## config.mk

```make
export PLATFORM = sky130hd
export DESIGN_NAME = d8_queue
export DESIGN_NICKNAME = d
export VERILOG_FILES = /design/src/design/d8_flow_direction_assert.svh /design/src/design/d8_pkg.sv /design/src/design/d8_queue.sv
export SDC_FILE = /design/constraint.sdc
export NUM_CORES = 1
export LEC_CHECK = 0
export BUFFER_PORTS_ARGS = -buffer_cell sky130_fd_sc_hd__buf_2
export CAP_MARGIN = 40
export CORE_ASPECT_RATIO = 0.5
export CORE_MARGIN = 3
export CORE_UTILIZATION = 30
export DETAILED_ROUTE_END_ITERATION = 8
export GPL_ROUTABILITY_DRIVEN = 0
export MAX_ROUTING_LAYER = met4
export PLACE_DENSITY = 0.47
export REMOVE_ABC_BUFFERS = 1
export SLEW_MARGIN = 30
export SYNTH_ARGS = -nofsm -noshare
export SYNTH_HDL_FRONTEND = slang
export SYNTH_SLANG_ARGS = --single-unit
```

## constraint.sdc

```tcl
create_clock -name i_clk -period 5.5 [get_ports i_clk]
set_clock_uncertainty 0.15 [all_clocks]
set_input_delay 1.1 -clock i_clk [delete_from_list [all_inputs] [get_ports i_clk]]
set_output_delay 1.1 -clock i_clk [all_outputs]
set_load 0.03 [all_outputs]
```

## src/design/d8_flow_direction_assert.svh

```systemverilog
// Assertion macros for the D8 flow-direction block.
// Each macro expects i_clk and i_rst_n to be visible where it is used.
`ifndef D8_FLOW_DIRECTION_ASSERT_SVH
`define D8_FLOW_DIRECTION_ASSERT_SVH

// The consequent must hold in the same cycle as the antecedent.
`define D8_ASSERT_SAME(label, ante, cons, msg) \
    label: assert property (@(posedge i_clk) disable iff (!i_rst_n) (ante) |-> (cons)) \
        else $error(msg);

// The consequent must hold in the cycle after the antecedent.
`define D8_ASSERT_NEXT(label, ante, cons, msg) \
    label: assert property (@(posedge i_clk) disable iff (!i_rst_n) (ante) |=> (cons)) \
        else $error(msg);

`endif

```

## src/design/d8_pkg.sv

```systemverilog
// Shared types, constants and the direction-select function of the D8 block.
// No dependencies; the front, queue, back and top-level files import this package.
package d8_pkg;

    localparam int HEIGHT_BITS = 16;
    localparam int MAX_WIDTH   = 256;
    localparam int COL_W       = $clog2(MAX_WIDTH);
    localparam int WCFG_W      = 9;
    localparam int ROW_W       = 16;
    localparam int CFG_DATA_W  = 16;
    localparam int DIR_COUNT   = 8;
    localparam int DIR_W       = 4;
    localparam int DIR_IDX_W   = $clog2(DIR_COUNT);

    // Queue between front and back.
    localparam int QDEPTH = 4;
    localparam int QPTR_W = $clog2(QDEPTH);
    localparam int QCNT_W = $clog2(QDEPTH + 1);

    // Register reset values and legal limits.
    localparam logic [WCFG_W-1:0] WIDTH_RESET  = 9'd256;
    localparam logic [ROW_W-1:0]  HEIGHT_RESET = 16'd256;
    localparam logic [WCFG_W-1:0] WIDTH_MIN    = 9'd2;
    localparam logic [WCFG_W-1:0] WIDTH_MAX    = WCFG_W'(MAX_WIDTH);
    localparam logic [ROW_W-1:0]  HEIGHT_MIN   = 16'd2;

    localparam logic signed [DIR_W-1:0] DIR_NONE = -4'sd1;

    // Window row and column of the neighbour in each direction (centre is 1,1).
    localparam logic [1:0] NB_ROW [DIR_COUNT] =
        '{2'd1, 2'd2, 2'd2, 2'd2, 2'd1, 2'd0, 2'd0, 2'd0};
    localparam logic [1:0] NB_COL [DIR_COUNT] =
        '{2'd2, 2'd2, 2'd1, 2'd0, 2'd0, 2'd0, 2'd1, 2'd2};

    typedef enum logic [0:0] {
        OP_SAMPLE = 1'b0,
        OP_DRAIN  = 1'b1
    } t_op;

    typedef enum logic [0:0] {
        CFG_GRID_WIDTH  = 1'b0,
        CFG_GRID_HEIGHT = 1'b1
    } t_cfg_idx;

    typedef logic [HEIGHT_BITS-1:0] t_height;

    // 3x3 window, indexed [row][column].
    typedef logic [2:0][2:0][HEIGHT_BITS-1:0] t_win;

    // One column of the last two rows: [0] older row, [1] newer row.
    typedef logic [1:0][HEIGHT_BITS-1:0] t_col2;

    typedef struct packed {
        t_op                    operation;
        logic [HEIGHT_BITS-1:0] height_sample;
    } t_item;

    typedef struct packed {
        logic signed [DIR_W-1:0] direction;
        logic [COL_W-1:0]        cell_x;
        logic [ROW_W-1:0]        cell_z;
        logic                    last_of_run;
        logic                    last_of_frame;
    } t_res;

    // Classified work item passed from the front to the back.
    typedef struct packed {
        logic             is_drain;
        logic             emit_main;
        logic             emit_tail;
        logic             row_up_ok;
        logic             left_ok;
        logic             right_ok;
        logic             prime_drain;
        logic             last_frame;
        logic [COL_W-1:0] cell_x;
        logic [ROW_W-1:0] cell_z;
        t_height          sample;
        t_height          older;
        t_height          newer;
    } t_cmd;

    typedef struct packed {
        logic              empty;
        logic              full;
        logic [QCNT_W-1:0] count;
    } t_qstat;

    // Steepest-descent direction of the window centre. A neighbour competes
    // when its row and column are valid and it lies strictly below the
    // centre; the lowest neighbour wins and a tie goes to the lower index.
    function automatic logic signed [DIR_W-1:0] d8_direction(
        input t_win       w,
        input logic [2:0] vr,
        input logic [2:0] vc
    );
        logic [DIR_COUNT-1:0] ok;
        t_height              val [DIR_COUNT];
        logic [DIR_IDX_W-1:0] idx [DIR_COUNT];
        for (int d = 0; d < DIR_COUNT; d++) begin
            val[d] = w[NB_ROW[d]][NB_COL[d]];
            idx[d] = DIR_IDX_W'(d);
            ok[d]  = vr[NB_ROW[d]] && vc[NB_COL[d]] && (val[d] < w[1][1]);
        end
        // Pairwise reduction tree; the left operand always has the lower index.
        for (int s = 1; s < DIR_COUNT; s = s * 2) begin
            for (int i = 0; i + s < DIR_COUNT; i = i + 2 * s) begin
                if (ok[i + s] && (!ok[i] || (val[i + s] < val[i]))) begin
                    ok[i]  = 1'b1;
                    val[i] = val[i + s];
                    idx[i] = idx[i + s];
                end
            end
        end
        return ok[0] ? $signed({1'b0, idx[0]}) : DIR_NONE;
    endfunction

endpackage

```

## src/design/d8_queue.sv

```systemverilog
// Short queue of classified work between the front and the back of the D8 block.
// Depends on d8_pkg.
module d8_queue
    import d8_pkg::*;
(
    input  logic   i_clk,
    input  logic   i_rst_n,
    input  logic   i_push,
    input  t_cmd   i_cmd,
    input  logic   i_pop,
    output t_cmd   o_head,
    output t_qstat o_qstat
);

    t_cmd              r_mem [QDEPTH];
    logic [QPTR_W-1:0] r_wptr, r_rptr;
    logic [QCNT_W-1:0] r_count;

    // Pointers and fill count.
    always_ff @(posedge i_clk) begin
        if (!i_rst_n) begin
            r_wptr  <= '0;
            r_rptr  <= '0;
            r_count <= '0;
        end else begin
            if (i_push) begin
                r_wptr <= r_wptr + QPTR_W'(1);
            end
            if (i_pop) begin
                r_rptr <= r_rptr + QPTR_W'(1);
            end
            if (i_push && !i_pop) begin
                r_count <= r_count + QCNT_W'(1);
            end else if (i_pop && !i_push) begin
                r_count <= r_count - QCNT_W'(1);
            end
        end
    end

    // Entry storage.
    always_ff @(posedge i_clk) begin
        if (i_push) begin
            r_mem[r_wptr] <= i_cmd;
        end
    end

    assign o_head        = r_mem[r_rptr];
    assign o_qstat.empty = (r_count == '0);
    assign o_qstat.full  = (r_count == QCNT_W'(QDEPTH));
    assign o_qstat.count = r_count;

endmodule

```

[Yosys cells after proc, flatten, opt, wreduce, memory -nomap -nowiden]
Memory sizes are Yosys's and may differ from the RTL's. A register that Yosys moved wholly into a read port is not among the register bits.
Cells that the tools add are included.
Word-level totals
  register bits: 7
  latch bits: 0
  bits in writable memories: 320
  bits in read-only memories: 0
  bits of input ports: 84
  output and inout port bits: 85
  logic and storage cells: 21
  memories: 1
Memory list
  r_mem: words 4, width 80, rd ports 1, clocked after Yosys merged registers in 1, write ports 1, RTL line d8_queue.sv:15  | t_cmd r_mem [QDEPTH];
Cells by class
  add/subtract/negate cells: 4
  $mul: 0
  divide/modulo/power cells: 0
  magnitude comparators: 0
  equal/unequal tests: 1
  shifts and indexed selects: 0
  mux-type cells: 6
  bitwise logic cells: 0
  reductions and logical operators: 6
Operators with widths (number)
  $mux 3: 2
  $add 2x1->2 const B: 2
  $mux 2: 2
  $add 3x1->3 const B: 1
  $eq 3x3->1 const B: 1
  $logic_not 3->1: 1
  $sub 3x1->3 const B: 1
  $logic_and 1x1->1: 2
  $logic_not 1->1: 2
  $mux 1: 2
  $reduce_bool 2->1: 1

[Longest topological paths before layout]
  depth after elaboration: 4
  gate-level depth with buffers: 7
  mapped depth without buffers: 7

[Worst setup path after synthesis]
Ideal clock, no wire load.
  path kind: in2reg
  start point: input i_push
  end point: memory r_mem[0][0] in the netlist's numbering (enable)
  setup time: 0.447 ns
  data arrival time: 2.963 ns
  data required time: 4.903 ns
  slack: 1.940 ns
  cell stages on the path: 1
  path buffers: 0
  cells stage by stage: and2_1
On the way
  cells in the longest elaborated chain, start to end: 2
RTL lines
  from (decl): RTL line d8_queue.sv:8  | input logic i_push,
  $mux 1: RTL line d8_queue.sv:42  | if (i_push) begin
  $mux 1 (implied by the code): RTL line d8_queue.sv:43  | r_mem[r_wptr] <= i_cmd;
  to (decl): RTL line d8_queue.sv:15
No other way between the ends.

==> impl_metrics.json <==
{
  "status": "finished, final reports clean",
  "vias": 5361,
  "synth_area_um2": 12070,
  "ys_seq_elements": 329,
  "final_area_um2": 14650,
  "grt_usage_pct": 12.51,
  "synthAdderAreaFrac_pct": 0.6841,
  "grt_pass1_wl_um": 38520,
  "critical_path_buf_inv_count": 3,
  "crit_top_cell": "buf_12",
  "postCtsSetupBuffers": 0,
  "cts_buffers": 34,
  "relSlewSlack_pct": 49.90,
  "hold_buffers": 0,
  "start_kind": "flop",
  "endpoint_kind": "primary output",
  "r2r-start": "r_wptr[0]",
  "grt_max_degree": 44,
  "drc": 0,
  "highest_layer": "met4",
  "dp_hpwl_um": 15950,
  "worst_pin_slew_ns": 0.7516,
  "holdCritPathClass": "reg -> reg",
  "grt_pass1_vias": 6079,
  "finalCriticalPeriod_ns": 3.812,
  "synth_compound_area_share_pct": 0.1036,
  "fin_setup_tns_ns": 0,
  "die_h_um": 147.8,
  "rows": 51,
  "hold_viol": 0,
  "max_freq_ghz": 0.2623,
  "fin_crit_sh_pct": 69.32,
  "muxShareOfSynthArea_pct": 15.09,
  "placed_area_um2": 13520,
  "synth-warning-count": 0,
  "hp-start": "r_wptr[1]",
  "regToRegSetupSlack_ns": 3.25,
  "io_pins": 169,
  "holdPathEnd": "r_wptr[1]",
  "p_per_area_nw_per_um2": 403.0,
  "area_growth_pct": 21.39,
  "die_area_um2": 42830,
  "synth-xor-area-share_pct": 0.3628,
  "path_cells": "buf_12 -> buf_12 -> mux4_2 -> buf_2",
  "portBuffers": 168,
  "clock_latency_ns": 0.51,
  "root_buffer": "clkbuf_16",
  "drt-wirelength-per-cell_um": 21.00,
  "drv_slew": 0,
  "netlist_instances": 461,
  "met3_length_um": 846,
  "syn_avg_cell_area_um2": 26.19,
  "viasPerCell": 4.405,
  "power_leakage_nw": 4.893,
  "vdd_drop_max_mv": 0.1633,
  "cts_tree": "yes",
  "drt-pass1-iter-count": 4,
  "hold_depth": 2,
  "rr_endpoint": "r_mem[0][19]",
  "synth-simple-area-share_pct": 0.7566,
  "start_util_pct": 30.71,
  "whs_ns": 0.4135,
  "grt.overflow.total": 0,
  "cts_buffer_depth": 3,
  "clkSinkCount": 329,
  "drive_gt1_share_pct": 46.28,
  "finalSetupViolations": 0,
  "core_area_um2": 39310,
  "rsz0062_at_grt": "false",
  "cts_resized": 0,
  "drt-total-wl_um": 25560,
  "critPathMaxStageDelay_ns": 0.61,
  "synth.distinct_cells": 21,
  "cp_data_arrival_time_ns": 2.56,
  "drt-met1-wl_um": 10380,
  "cap_viol_max_count": 0,
  "cpMaxStageDelayCell": "dfxtp_4",
  "cts.clk_slew.worst_paths_ns": 0.06,
  "criticalPathCategory": "reg -> out",
  "finish.net_count": 751,
  "synth_top_family_by_area": "multiplexers",
  "seq_area_frac_synth_pct": 81.09,
  "antenna_found_initial": 2,
  "first_iter_violations": 372,
  "htree_levels": 2,
  "antenna_left": 0,
  "path_delay_family": "buffers and inverters",
  "worstPathRequired_ns": 4.25,
  "fp.dieW_um": 289.7,
  "wl_met2_um": 13930,
  "path_max_fanout": 30,
  "rr_worst_depth": 4
}
==> through the flow <==
stage | instances | power (W) | utilization (%) | setup WS, ns
finish | 1217 | 0.005905 | 37.28 | 1.688
global route | 1217 | 0.006158 | 37.28 | 1.468
CTS | 1215 | 0.006014 | 37.27 | 1.574
detailed placement | 1155 | 0.003689 | 34.40 | 2.138
global placement | 1153 | 0.003673 | 34.29 | 2.034
floorplan | 443 | 0.003434 | - | 0.1217
==> how the worst max path moves through the flow <==
stage,startpoint,to,cells past startpoint
2_1_floorplan,flop,o_head[0],1
3_3_place_gp,flop,o_head[74],3
3_5_place_dp,flop,o_head[74],4
4_1_cts,flop,o_head[74],4
5_1_grt,flop,o_head[74],4
6_report,flop,o_head[74],4
==> per-layer routing <==
metal  GRT usage, %  vias to the layer above
li1               -                     2377
met4          3.228                        0
met3          2.542                       37
met2          22.16                       70
met1          14.59                     2877
met5              -                        -
==> power by group <==
group | total (W) | switching [W] | internal (W)
clock network | 0.00229 | 0.000889 | 0.00140
logic | 0.000686 | 0.000438 | 0.000248
registers | 0.00293 | 0.0000461 | 0.00288
==> synthesized netlist by cell type (all sizes together) <==
| cell type | instances | area share [%] |
|---|---|---|
| inv | 4 | 0.12 |
| xnor2 | 2 | 0.15 |
| a21boi | 1 | 0.062 |
| o21ai | 1 | 0.041 |
| dfxtp | 9 | 1.5 |
| xor2 | 3 | 0.22 |
| ha | 5 | 0.52 |
| and2 | 9 | 0.47 |
| edfxtp | 320 | 80 |
| nand2 | 1 | 0.031 |
| nor3 | 1 | 0.041 |
| fa | 1 | 0.17 |
| nor3b | 1 | 0.062 |
| nor2b | 2 | 0.10 |
| mux4 | 80 | 15 |
| buf | 18 | 1.8 |
| mux2i | 2 | 0.17 |
| or3 | 1 | 0.052 |
==> worst register-to-register path: stages (launching register included) <==
cell     delay [ns]
dfxtp_1        0.34
inv_1          0.09
ha_1           0.14
and2_4         0.63
buf_4          0.51
==> placed cells by master, fill, tap and decap left out, drive strengths merged <==
cell type and n:
a21boi 1, and2 9, buf 182, bufinv 3, clkbuf 49, clkinv 8, dfxtp 9, diode 2
edfxtp 320, fa 1, ha 5, inv 4, mux2i 2, mux4 80, nand2 1, nor2b 2
nor3 1, nor3b 1, o21ai 1, or3 1, xnor2 2, xor2 3
==> sequential cells by signal, indices dropped and copies added (netlist names), named ones only <==
name     flops
r_count      3
r_mem      320
r_rptr       2
r_wptr       2
==> kinds of logic after synthesis <==
logic type	Yosys count
AO/OA/AOI/OAI	2
buffers and inverters	22
multiplexers	82
flip-flops	329
adder cells (fa/ha/maj)	6
XOR/XNOR	5
AND/OR/NAND/NOR	15
==> final cells by class <==
type | instances | area, um^2
antenna | 2 | 5.005
clock buffer | 49 | 1001
clock inverter | 11 | 127.6
fill | 3646 | 24650
inverter | 4 | 15.01
multi-input combinational | 110 | 2062
sequential | 329 | 9797
tap | 530 | 663.1
timing repair buffer | 182 | 983.4
Power figures use the tool's default switching activity.
