$ cat src/design/d8_flow_direction_assert.svh
// Assertion macros for the D8 flow-direction block.
// Each macro expects i_clk and i_rst_n to be visible where it is used.
`ifndef D8_FLOW_DIRECTION_ASSERT_SVH
`define D8_FLOW_DIRECTION_ASSERT_SVH

// The consequent must hold in the same cycle as the antecedent.
`define D8_ASSERT_SAME(label, ante, cons, msg) \
    label: assert property (@(posedge i_clk) disable iff (!i_rst_n) (ante) |-> (cons)) \
        else $error(msg);

// The consequent must hold in the cycle after the antecedent.
`define D8_ASSERT_NEXT(label, ante, cons, msg) \
    label: assert property (@(posedge i_clk) disable iff (!i_rst_n) (ante) |=> (cons)) \
        else $error(msg);

`endif

$ cat src/design/d8_pkg.sv
// Shared types, constants and the direction-select function of the D8 block.
// No dependencies; the front, queue, back and top-level files import this package.
package d8_pkg;

    localparam int HEIGHT_BITS = 16;
    localparam int MAX_WIDTH   = 256;
    localparam int COL_W       = $clog2(MAX_WIDTH);
    localparam int WCFG_W      = 9;
    localparam int ROW_W       = 16;
    localparam int CFG_DATA_W  = 16;
    localparam int DIR_COUNT   = 8;
    localparam int DIR_W       = 4;
    localparam int DIR_IDX_W   = $clog2(DIR_COUNT);

    // Queue between front and back.
    localparam int QDEPTH = 4;
    localparam int QPTR_W = $clog2(QDEPTH);
    localparam int QCNT_W = $clog2(QDEPTH + 1);

    // Register reset values and legal limits.
    localparam logic [WCFG_W-1:0] WIDTH_RESET  = 9'd256;
    localparam logic [ROW_W-1:0]  HEIGHT_RESET = 16'd256;
    localparam logic [WCFG_W-1:0] WIDTH_MIN    = 9'd2;
    localparam logic [WCFG_W-1:0] WIDTH_MAX    = WCFG_W'(MAX_WIDTH);
    localparam logic [ROW_W-1:0]  HEIGHT_MIN   = 16'd2;

    localparam logic signed [DIR_W-1:0] DIR_NONE = -4'sd1;

    // Window row and column of the neighbour in each direction (centre is 1,1).
    localparam logic [1:0] NB_ROW [DIR_COUNT] =
        '{2'd1, 2'd2, 2'd2, 2'd2, 2'd1, 2'd0, 2'd0, 2'd0};
    localparam logic [1:0] NB_COL [DIR_COUNT] =
        '{2'd2, 2'd2, 2'd1, 2'd0, 2'd0, 2'd0, 2'd1, 2'd2};

    typedef enum logic [0:0] {
        OP_SAMPLE = 1'b0,
        OP_DRAIN  = 1'b1
    } t_op;

    typedef enum logic [0:0] {
        CFG_GRID_WIDTH  = 1'b0,
        CFG_GRID_HEIGHT = 1'b1
    } t_cfg_idx;

    typedef logic [HEIGHT_BITS-1:0] t_height;

    // 3x3 window, indexed [row][column].
    typedef logic [2:0][2:0][HEIGHT_BITS-1:0] t_win;

    // One column of the last two rows: [0] older row, [1] newer row.
    typedef logic [1:0][HEIGHT_BITS-1:0] t_col2;

    typedef struct packed {
        t_op                    operation;
        logic [HEIGHT_BITS-1:0] height_sample;
    } t_item;

    typedef struct packed {
        logic signed [DIR_W-1:0] direction;
        logic [COL_W-1:0]        cell_x;
        logic [ROW_W-1:0]        cell_z;
        logic                    last_of_run;
        logic                    last_of_frame;
    } t_res;

    // Classified work item passed from the front to the back.
    typedef struct packed {
        logic             is_drain;
        logic             emit_main;
        logic             emit_tail;
        logic             row_up_ok;
        logic             left_ok;
        logic             right_ok;
        logic             prime_drain;
        logic             last_frame;
        logic [COL_W-1:0] cell_x;
        logic [ROW_W-1:0] cell_z;
        t_height          sample;
        t_height          older;
        t_height          newer;
    } t_cmd;

    typedef struct packed {
        logic              empty;
        logic              full;
        logic [QCNT_W-1:0] count;
    } t_qstat;

    // Steepest-descent direction of the window centre. A neighbour competes
    // when its row and column are valid and it lies strictly below the
    // centre; the lowest neighbour wins and a tie goes to the lower index.
    function automatic logic signed [DIR_W-1:0] d8_direction(
        input t_win       w,
        input logic [2:0] vr,
        input logic [2:0] vc
    );
        logic [DIR_COUNT-1:0] ok;
        t_height              val [DIR_COUNT];
        logic [DIR_IDX_W-1:0] idx [DIR_COUNT];
        for (int d = 0; d < DIR_COUNT; d++) begin
            val[d] = w[NB_ROW[d]][NB_COL[d]];
            idx[d] = DIR_IDX_W'(d);
            ok[d]  = vr[NB_ROW[d]] && vc[NB_COL[d]] && (val[d] < w[1][1]);
        end
        // Pairwise reduction tree; the left operand always has the lower index.
        for (int s = 1; s < DIR_COUNT; s = s * 2) begin
            for (int i = 0; i + s < DIR_COUNT; i = i + 2 * s) begin
                if (ok[i + s] && (!ok[i] || (val[i + s] < val[i]))) begin
                    ok[i]  = 1'b1;
                    val[i] = val[i + s];
                    idx[i] = idx[i + s];
                end
            end
        end
        return ok[0] ? $signed({1'b0, idx[0]}) : DIR_NONE;
    endfunction

endpackage

$ cat src/design/d8_back.sv
// Back end of the D8 block: 3x3 window, drain window, direction select and output register.
// Depends on d8_pkg; takes its work from d8_queue.
module d8_back
    import d8_pkg::*;
(
    input  logic   i_clk,
    input  logic   i_rst_n,
    input  t_cmd   i_head,
    input  t_qstat i_qstat,
    output logic   o_pop,
    output logic   o_valid,
    output t_res   o_res,
    input  logic   i_stall
);

    t_win              r_win, win_next, main_win, tail_win, drain_win;
    t_col2 [2:0]       r_dcol, drain_next;
    logic              r_tail_pend;
    logic [COL_W-1:0]  r_tail_x;
    logic [ROW_W-1:0]  r_tail_z;
    logic              r_tail_rowup;
    logic              r_out_valid;
    t_res              r_out;

    logic [2:0]        main_vr, main_vc;
    logic              can_load, head_valid, load_tail, load_main;
    t_res              main_res, tail_res;

    assign can_load   = !r_out_valid || !i_stall;
    assign head_valid = !i_qstat.empty;
    assign load_tail  = r_tail_pend && can_load;
    assign o_pop      = head_valid && !r_tail_pend && (can_load || !i_head.emit_main);
    assign load_main  = o_pop && i_head.emit_main;

    // Sample window after shifting in the new column.
    always_comb begin
        for (int i = 0; i < 3; i++) begin
            win_next[i][0] = r_win[i][1];
            win_next[i][1] = r_win[i][2];
            tail_win[i][0] = r_win[i][1];
            tail_win[i][1] = r_win[i][2];
            tail_win[i][2] = '0;
        end
        win_next[0][2] = i_head.older;
        win_next[1][2] = i_head.newer;
        win_next[2][2] = i_head.sample;
    end

    // Drain window: the last two rows, one column further on per drain item.
    always_comb begin
        drain_next[0] = r_dcol[1];
        drain_next[1] = r_dcol[2];
        drain_next[2] = {i_head.newer, i_head.older};
        for (int k = 0; k < 3; k++) begin
            drain_win[0][k] = drain_next[k][0];
            drain_win[1][k] = drain_next[k][1];
            drain_win[2][k] = '0;
        end
    end

    // Window and validity masks of the head item's main result.
    always_comb begin
        if (i_head.is_drain) begin
            main_win = drain_win;
            main_vr  = 3'b011;
            main_vc  = {i_head.right_ok, 1'b1, i_head.left_ok};
        end else begin
            main_win = win_next;
            main_vr  = {1'b1, 1'b1, i_head.row_up_ok};
            main_vc  = {1'b1, 1'b1, i_head.left_ok};
        end
    end

    always_comb begin
        main_res.direction     = d8_direction(main_win, main_vr, main_vc);
        main_res.cell_x        = i_head.cell_x;
        main_res.cell_z        = i_head.cell_z;
        main_res.last_of_run   = !i_head.emit_tail;
        main_res.last_of_frame = i_head.last_frame;

        // The row's last cell has no column to its right.
        tail_res.direction     = d8_direction(tail_win, {1'b1, 1'b1, r_tail_rowup}, 3'b011);
        tail_res.cell_x        = r_tail_x;
        tail_res.cell_z        = r_tail_z;
        tail_res.last_of_run   = 1'b1;
        tail_res.last_of_frame = 1'b0;
    end

    // Control state: output valid and the pending second result of a row end.
    always_ff @(posedge i_clk) begin
        if (!i_rst_n) begin
            r_out_valid <= 1'b0;
            r_tail_pend <= 1'b0;
        end else begin
            if (can_load) begin
                r_out_valid <= load_tail || load_main;
            end
            if (load_tail) begin
                r_tail_pend <= 1'b0;
            end else if (o_pop) begin
                r_tail_pend <= i_head.emit_tail;
            end
        end
    end

    // Windows and output payload.
    always_ff @(posedge i_clk) begin
        if (load_tail) begin
            r_out <= tail_res;
        end else if (load_main) begin
            r_out <= main_res;
        end
        if (o_pop) begin
            if (i_head.is_drain) begin
                r_dcol <= drain_next;
            end else begin
                r_win        <= win_next;
                r_tail_x     <= i_head.cell_x + COL_W'(1);
                r_tail_z     <= i_head.cell_z;
                r_tail_rowup <= i_head.row_up_ok;
                // First column of the last row seeds the drain window.
                if (i_head.prime_drain) begin
                    r_dcol[2] <= {i_head.sample, i_head.newer};
                end
            end
        end
    end

    assign o_valid = r_out_valid;
    assign o_res   = r_out;

endmodule

$ cat config.mk
export PLATFORM = sky130hd
export DESIGN_NAME = d8_back
export DESIGN_NICKNAME = d
export VERILOG_FILES = /design/src/design/d8_flow_direction_assert.svh /design/src/design/d8_pkg.sv /design/src/design/d8_back.sv
export SDC_FILE = /design/constraint.sdc
export NUM_CORES = 1
export LEC_CHECK = 0
export CAP_MARGIN = 20
export CORE_MARGIN = 2
export CORE_UTILIZATION = 65
export CTS_CLUSTER_SIZE = 30
export DETAILED_ROUTE_END_ITERATION = 7
export DONT_BUFFER_PORTS = 1
export HOLD_SLACK_MARGIN = 0.08
export PLACE_DENSITY_LB_ADDON = 0.2
export RECOVER_POWER = 50
export SLEW_MARGIN = 40
export SYNTH_ARGS = -nofsm -noshare
export SYNTH_HDL_FRONTEND = slang
export SYNTH_SLANG_ARGS = --single-unit
$ cat constraint.sdc
create_clock -name i_clk -period 16.68 [get_ports i_clk]
set_input_delay 5.004 -clock i_clk [delete_from_list [all_inputs] [get_ports i_clk]]
set_output_delay 5.004 -clock i_clk [all_outputs]
set_load 0.02 [all_outputs]
Yosys cells after proc, flatten, opt, wreduce, memory -nomap -nowiden:

Index checks and enable logic that the tools add are counted.

* bits in registers: 217
* output and inout bits: 32

* add/sub/neg operators: 1
* magnitude comparators: 24
* muxes and demuxes: 43
* bitwise gates (word level): 2
* reductions and logical operators: 70

Operators by type and width (count)
* 16-bit < comparator: 24
* 16-bit two-way mux: 10
* 144-bit two-way mux: 1
* 32-bit two-way mux: 2
* 30-bit two-way mux: 2
* 1-bit logical AND: 33
* 3-bit two-way mux: 8
* 1-bit two-way mux: 18
* 1-bit zero test: 17
* 1-bit logical OR: 14
* 8-bit by 1-bit adder with 8-bit output (second input constant): 1
* 4-bit two-way mux: 2
* 2-bit AND reduction: 3
* 2-bit nonzero test: 2
* 1-bit NOT: 2
* 2-bit OR reduction: 1

Depth between registers and ports, before layout:

* depth after elaboration: 18
* gate-level depth with buffers: 39
* mapped depth without buffers: 33

Least setup slack after synthesis:

No wires, ideal clock.

* path kind: input to register
* start point: input i_head[79] in the netlist's numbering
* end point: register r_out, in the netlist o_res[26], data pin
* data arrival time: 13.430 ns
* setup slack: 2.993 ns
* stages: 35
* path buffers: 9
* cells stage by stage: buf_6 > buf_4 > buf_4 > clkbuf_1 > buf_1 > buf_1 > clkbuf_1 > mux2i_1 > ha_1 > a211oi_1 > o21bai_1 > a41oi_1 > o311ai_2 > nor2_1 > clkbuf_1 > mux2i_1 > ha_1 > a2111oi_0 > o21ai_0 > a221oi_1 > o21ai_0 > a21boi_0 > o21a_1 > clkbuf_1 > nand2_1 > o21ai_0 > ha_1 > a21o_1 > a21o_1 > a21oi_1 > o21ai_0 > a2111oi_4 > a21oi_2 > o41a_1 > a32o_1

* cells in the longest elaborated chain, start to end: 18
* elaborated cells between the ends (all ways): 77

Ends and longest elaborated chain
* start, declared: line d8_back.sv:8 `input t_cmd i_head,`
* 144-bit two-way mux / 3-bit two-way mux (equally long branches): line d8_back.sv:63 `if (i_head.is_drain) begin`
* 16-bit < comparator / 1-bit logical AND (equally long branches): line d8_pkg.sv:103 `ok[d] = vr[NB_ROW[d]] && vc[NB_COL[d]] && (val[d] < w[1][1]);`
* 1-bit logical AND: line d8_pkg.sv:103
* 1-bit zero test: line d8_pkg.sv:108 `if (ok[i + s] && (!ok[i] || (val[i + s] < val[i]))) begin`
* 1-bit logical OR: line d8_pkg.sv:108
* 1-bit logical AND: line d8_pkg.sv:108
* 16-bit two-way mux / 1-bit two-way mux (equally long branches): line d8_pkg.sv:108
* 16-bit < comparator / 1-bit zero test (equally long branches): line d8_pkg.sv:108
* [2 not listed]
* 16-bit two-way mux / 1-bit two-way mux (equally long branches): line d8_pkg.sv:108
* 16-bit < comparator / 1-bit zero test (equally long branches): line d8_pkg.sv:108
* 1-bit logical OR: line d8_pkg.sv:108
* 1-bit logical AND: line d8_pkg.sv:108
* 3-bit two-way mux / 1-bit two-way mux (equally long branches): line d8_pkg.sv:108
* 4-bit two-way mux (*): line d8_pkg.sv:115 `return ok[0] ? $signed({1'b0, idx[0]}) : DIR_NONE;`
* 30-bit two-way mux (*): line d8_back.sv:110 `end else if (load_main) begin`
* 30-bit two-way mux (*): line d8_back.sv:108 `if (load_tail) begin`
* end signal, assigned: line d8_back.sv:109 `r_out <= tail_res;`
* end signal, assigned: line d8_back.sv:111 `r_out <= main_res;`
* end, declared: line d8_back.sv:23 `t_res r_out;`

Every way passes the cells marked *; elsewhere a longest branch is shown, timed or not. The select of a mux whose other input is x is not followed.
A chain may end at the register's enable or synchronous reset.

Worst setup path in the final report:

Ends and elaborated chain as after synthesis.

==> results.py <==
metrics = {
    "status": {
        "outcome": "complete, but fails checks",
        "violations": "capacitance limit, slew limit",
    },
    "logic_synthesis": {
        "syn_nets": 2310,
        "synth-seq-cells": 217,
        "yosysTopAreaCellShare_pct": 34.8,
        "ys_warn_count": 0,
        "synth_area_leaders": "edfxtp_1 35%, ha_1 24%, a21oi_1 4.6%",
        "syn_area_um2": 18400,
        "syn-instance-count": 1863,
        "synthArstFlopShare_pct": 0,
        "ys_seq_area_share_pct": 35.3,
        "synth_edf_count": 213,
        "synth_most_common_cell": "ha_1",
        "avgSynthCellArea_um2": 9.86,
        "ys_types": 80,
        "synth_top_area_cell": "edfxtp_1",
        "synth_common_cells": "359 x ha_1, 213 x edfxtp_1, 169 x a21oi_1",
        "ys.flop_type": "edfxtp_1",
    },
    "timing": {
        "skew_ns": 0.0196,
        "worst_pin_slew_ns": 1.65,
        "period_minus_slack_ns": 13.10,
        "timing.final.crit_share_pct": 78.5,
        "fin_ws_ns": 3.58,
        "rsz0062_at_grt": "false",
        "hold_violations": 0,
        "maxSlewViolCount": 22,
        "whs_ns": 0.442,
        "finalSetupViolations": 0,
        "slew_headroom_pct": -10.2,
        "setup_tns_ns": 0,
        "max_freq_ghz": 0.0764,
    },
    "worst_setup_path": {
        "path_max_fanout": 189,
        "cp.arrival_ns": 13.40,
        "worstSetupStartpointType": "input port",
        "cpMostUsedCell": "o21ai_0",
        "endpoint_kind": "flop",
        "critical_path_class": "in2reg",
        "cp_slowest_cell": "mux2i_2",
        "worstPathRequired_ns": 16.99,
        "max_stage_delay_ns": 0.69,
    },
    "clock_tree": {
        "htree_num_levels": 1,
        "ctsHoldBuffers": 0,
        "cts_setup_buffers": 0,
        "cts-buffers-inserted": 25,
        "cts_sinks": 217,
        "clk_path_buf_depth": 3,
        "cts_root_buf": "clkbuf_16",
        "cts_tree": "yes",
        "clkTransAtPathRegs_ns": 0.06,
        "ctsResizeCount": 0,
        "clock_latency_ns": 0.55,
    },
    "pwr": {
        "power_density_nw_per_um2": 92.6,
        "p_leak_uw": 0.00878,
        "max-vdd-ir-drop_uv": 105,
    },
    "place": {
        "place_congestion": 1.00,
        "port_buffers": 0,
        "dpl.hpwl_um": 46900,
        "pre_cts_slack_ns": 3.22,
    },
    "floorplanning": {
        "dieArea_um2": 29600,
        "die_w_um": 172,
        "core_um2": 27800,
        "initial_core_util_pct": 66.1,
        "pin_count": 120,
        "num_rows": 61,
        "die_height_um": 172,
    },
    "flow_run": {
        "maxCapViolations": 1,
    },
    "global_route": {
        "antenna_found_initial": 3,
        "grt_max_degree": 190,
        "grt_pass1_vias": 14800,
        "grt_pass1_wl_um": 88000,
        "gr-total-overflow": 0,
        "grt_usage_pct": 40.4,
    },
    "routing": {
        "drc_errors": 0,
        "routed-via-count": 15500,
        "drtPass1Iterations": 5,
        "drtIter0Drc": 1759,
        "vias_per_cell": 6.88,
        "postRouteAntennaNets": 0,
        "routed_wl_um": 59800,
        "wire_per_inst_um": 26.5,
    },
    "layout": {
        "final_layout_size_suffix_gt1_share_pct": 6.71,
        "multi_input_area_um2": 11300,
        "nets": 2307,
        "fillers": 2143,
        "regArea_um2": 6480,
        "syn2layout_area_growth_pct": 7.76,
    },
    "worst_hold_path": {
        "hold_class": "reg2reg",
    },
}
[routing by layer]
layer | global-route usage, % | vias up | part of all wire (%)
met1 | 55.4 | 7474 | 40
met2 | 60.7 | 822 | 43
li1 | - | 7084 | -
met4 | 18.6 | 2 | 5.0
met5 | 0 | - | 0.025
met3 | 9.61 | 164 | 11
[state kept, by name (all words and copies together), names as in the netlist]
register / count
drain_next: 64
r_tail_rowup: 1
r_tail_pend: 1
r_tail_x: 8
r_win: 96
o_res: 30
r_tail_z: 16
o_valid: 1
[per-stage QoR]
stage	total power [uW]	cell area [um^2]	utilization [%]	std cells
floorplan	1060	18400	-	1863
global placement	1200	18800	67.8	2210
detailed placement	1220	18900	67.9	2210
CTS	1810	19700	71.1	2256
global route	1910	19800	71.2	2259
finish	1830	19800	71.2	2261
[worst max-delay path: cells and delay by family]
kind	cells	cell delay [ns]
mux	2	1.07
compound gates	19	5.52
simple gates	1	0.08
fa+ha+maj	3	1.03
buf+inv	2	0.57
[final timing paths]
check / end / cells past startpoint / startpoint / slack [ns]
max: o_res[26] / 27 / i_head[79] / 3.58
max reg2reg: o_res[26] / 33 / r_win[88] / 7.25
min reg2reg: drain_next[15] / 0 / drain_next[47] / 0.44
min: drain_next[15] / 0 / drain_next[47] / 0.44
[placed cells by master (no fill, tap or decap), types with 5 or more instances in the layout]
master | netlist | layout
a21oi_1 | 169 | 169
edfxtp_1 | 213 | 213
a21o_1 | 94 | 94
a211o_1 | 10 | 10
bufinv_16 | 0 | 5
a2111oi_0 | 6 | 6
mux2i_1 | 30 | 26
o22ai_1 | 5 | 5
nor3_1 | 34 | 33
nor3b_1 | 5 | 5
clkinv_2 | 1 | 5
o21ai_0 | 150 | 149
buf_4 | 2 | 23
nor2b_1 | 50 | 49
nand2_1 | 138 | 137
o211ai_1 | 6 | 6
and4_1 | 12 | 12
nand2b_1 | 22 | 22
nand3_1 | 25 | 25
mux2_2 | 31 | 31
nand4_1 | 39 | 39
o21a_1 | 11 | 10
a21boi_0 | 6 | 6
or3_1 | 6 | 6
a22o_1 | 24 | 24
and2_1 | 9 | 7
clkbuf_16 | 0 | 25
nor2_1 | 103 | 102
and3_1 | 10 | 10
a32o_1 | 5 | 5
ha_1 | 359 | 359
inv_1 | 126 | 126
clkbuf_1 | 49 | 5
a221oi_1 | 8 | 8
a211oi_1 | 21 | 20
[cell families after synthesis]
kind of cell,count (synthesis),synth area share (%)
compound gates,570,20.1
xor+xnor,6,0.286
fa+ha+maj,359,24.5
buf+inv,182,3.81
flops,217,35.3
mux,61,3.54
simple gates,468,12.6
[report_power, final]
part / switching [uW] / internal (uW) / leakage (uW)
clock: 240 / 360 / 0.000429
sequential: 39.5 / 644 / 0.00204
combinational: 341 / 208 / 0.00632
total: 620 / 1210 / 0.00878
[area by class of cell]
type	count	share of cell area (%)
Multi-Input combinational cell	1464	56.9
Clock buffer	31	3.33
Timing Repair Buffer	25	1.03
Sequential cell	217	32.7
Clock inverter	15	1.13
Antenna cell	4	0.0506
Tap cell	378	2.39
Inverter	127	2.41
No activity file was read; power rests on OpenSTA's default activity.
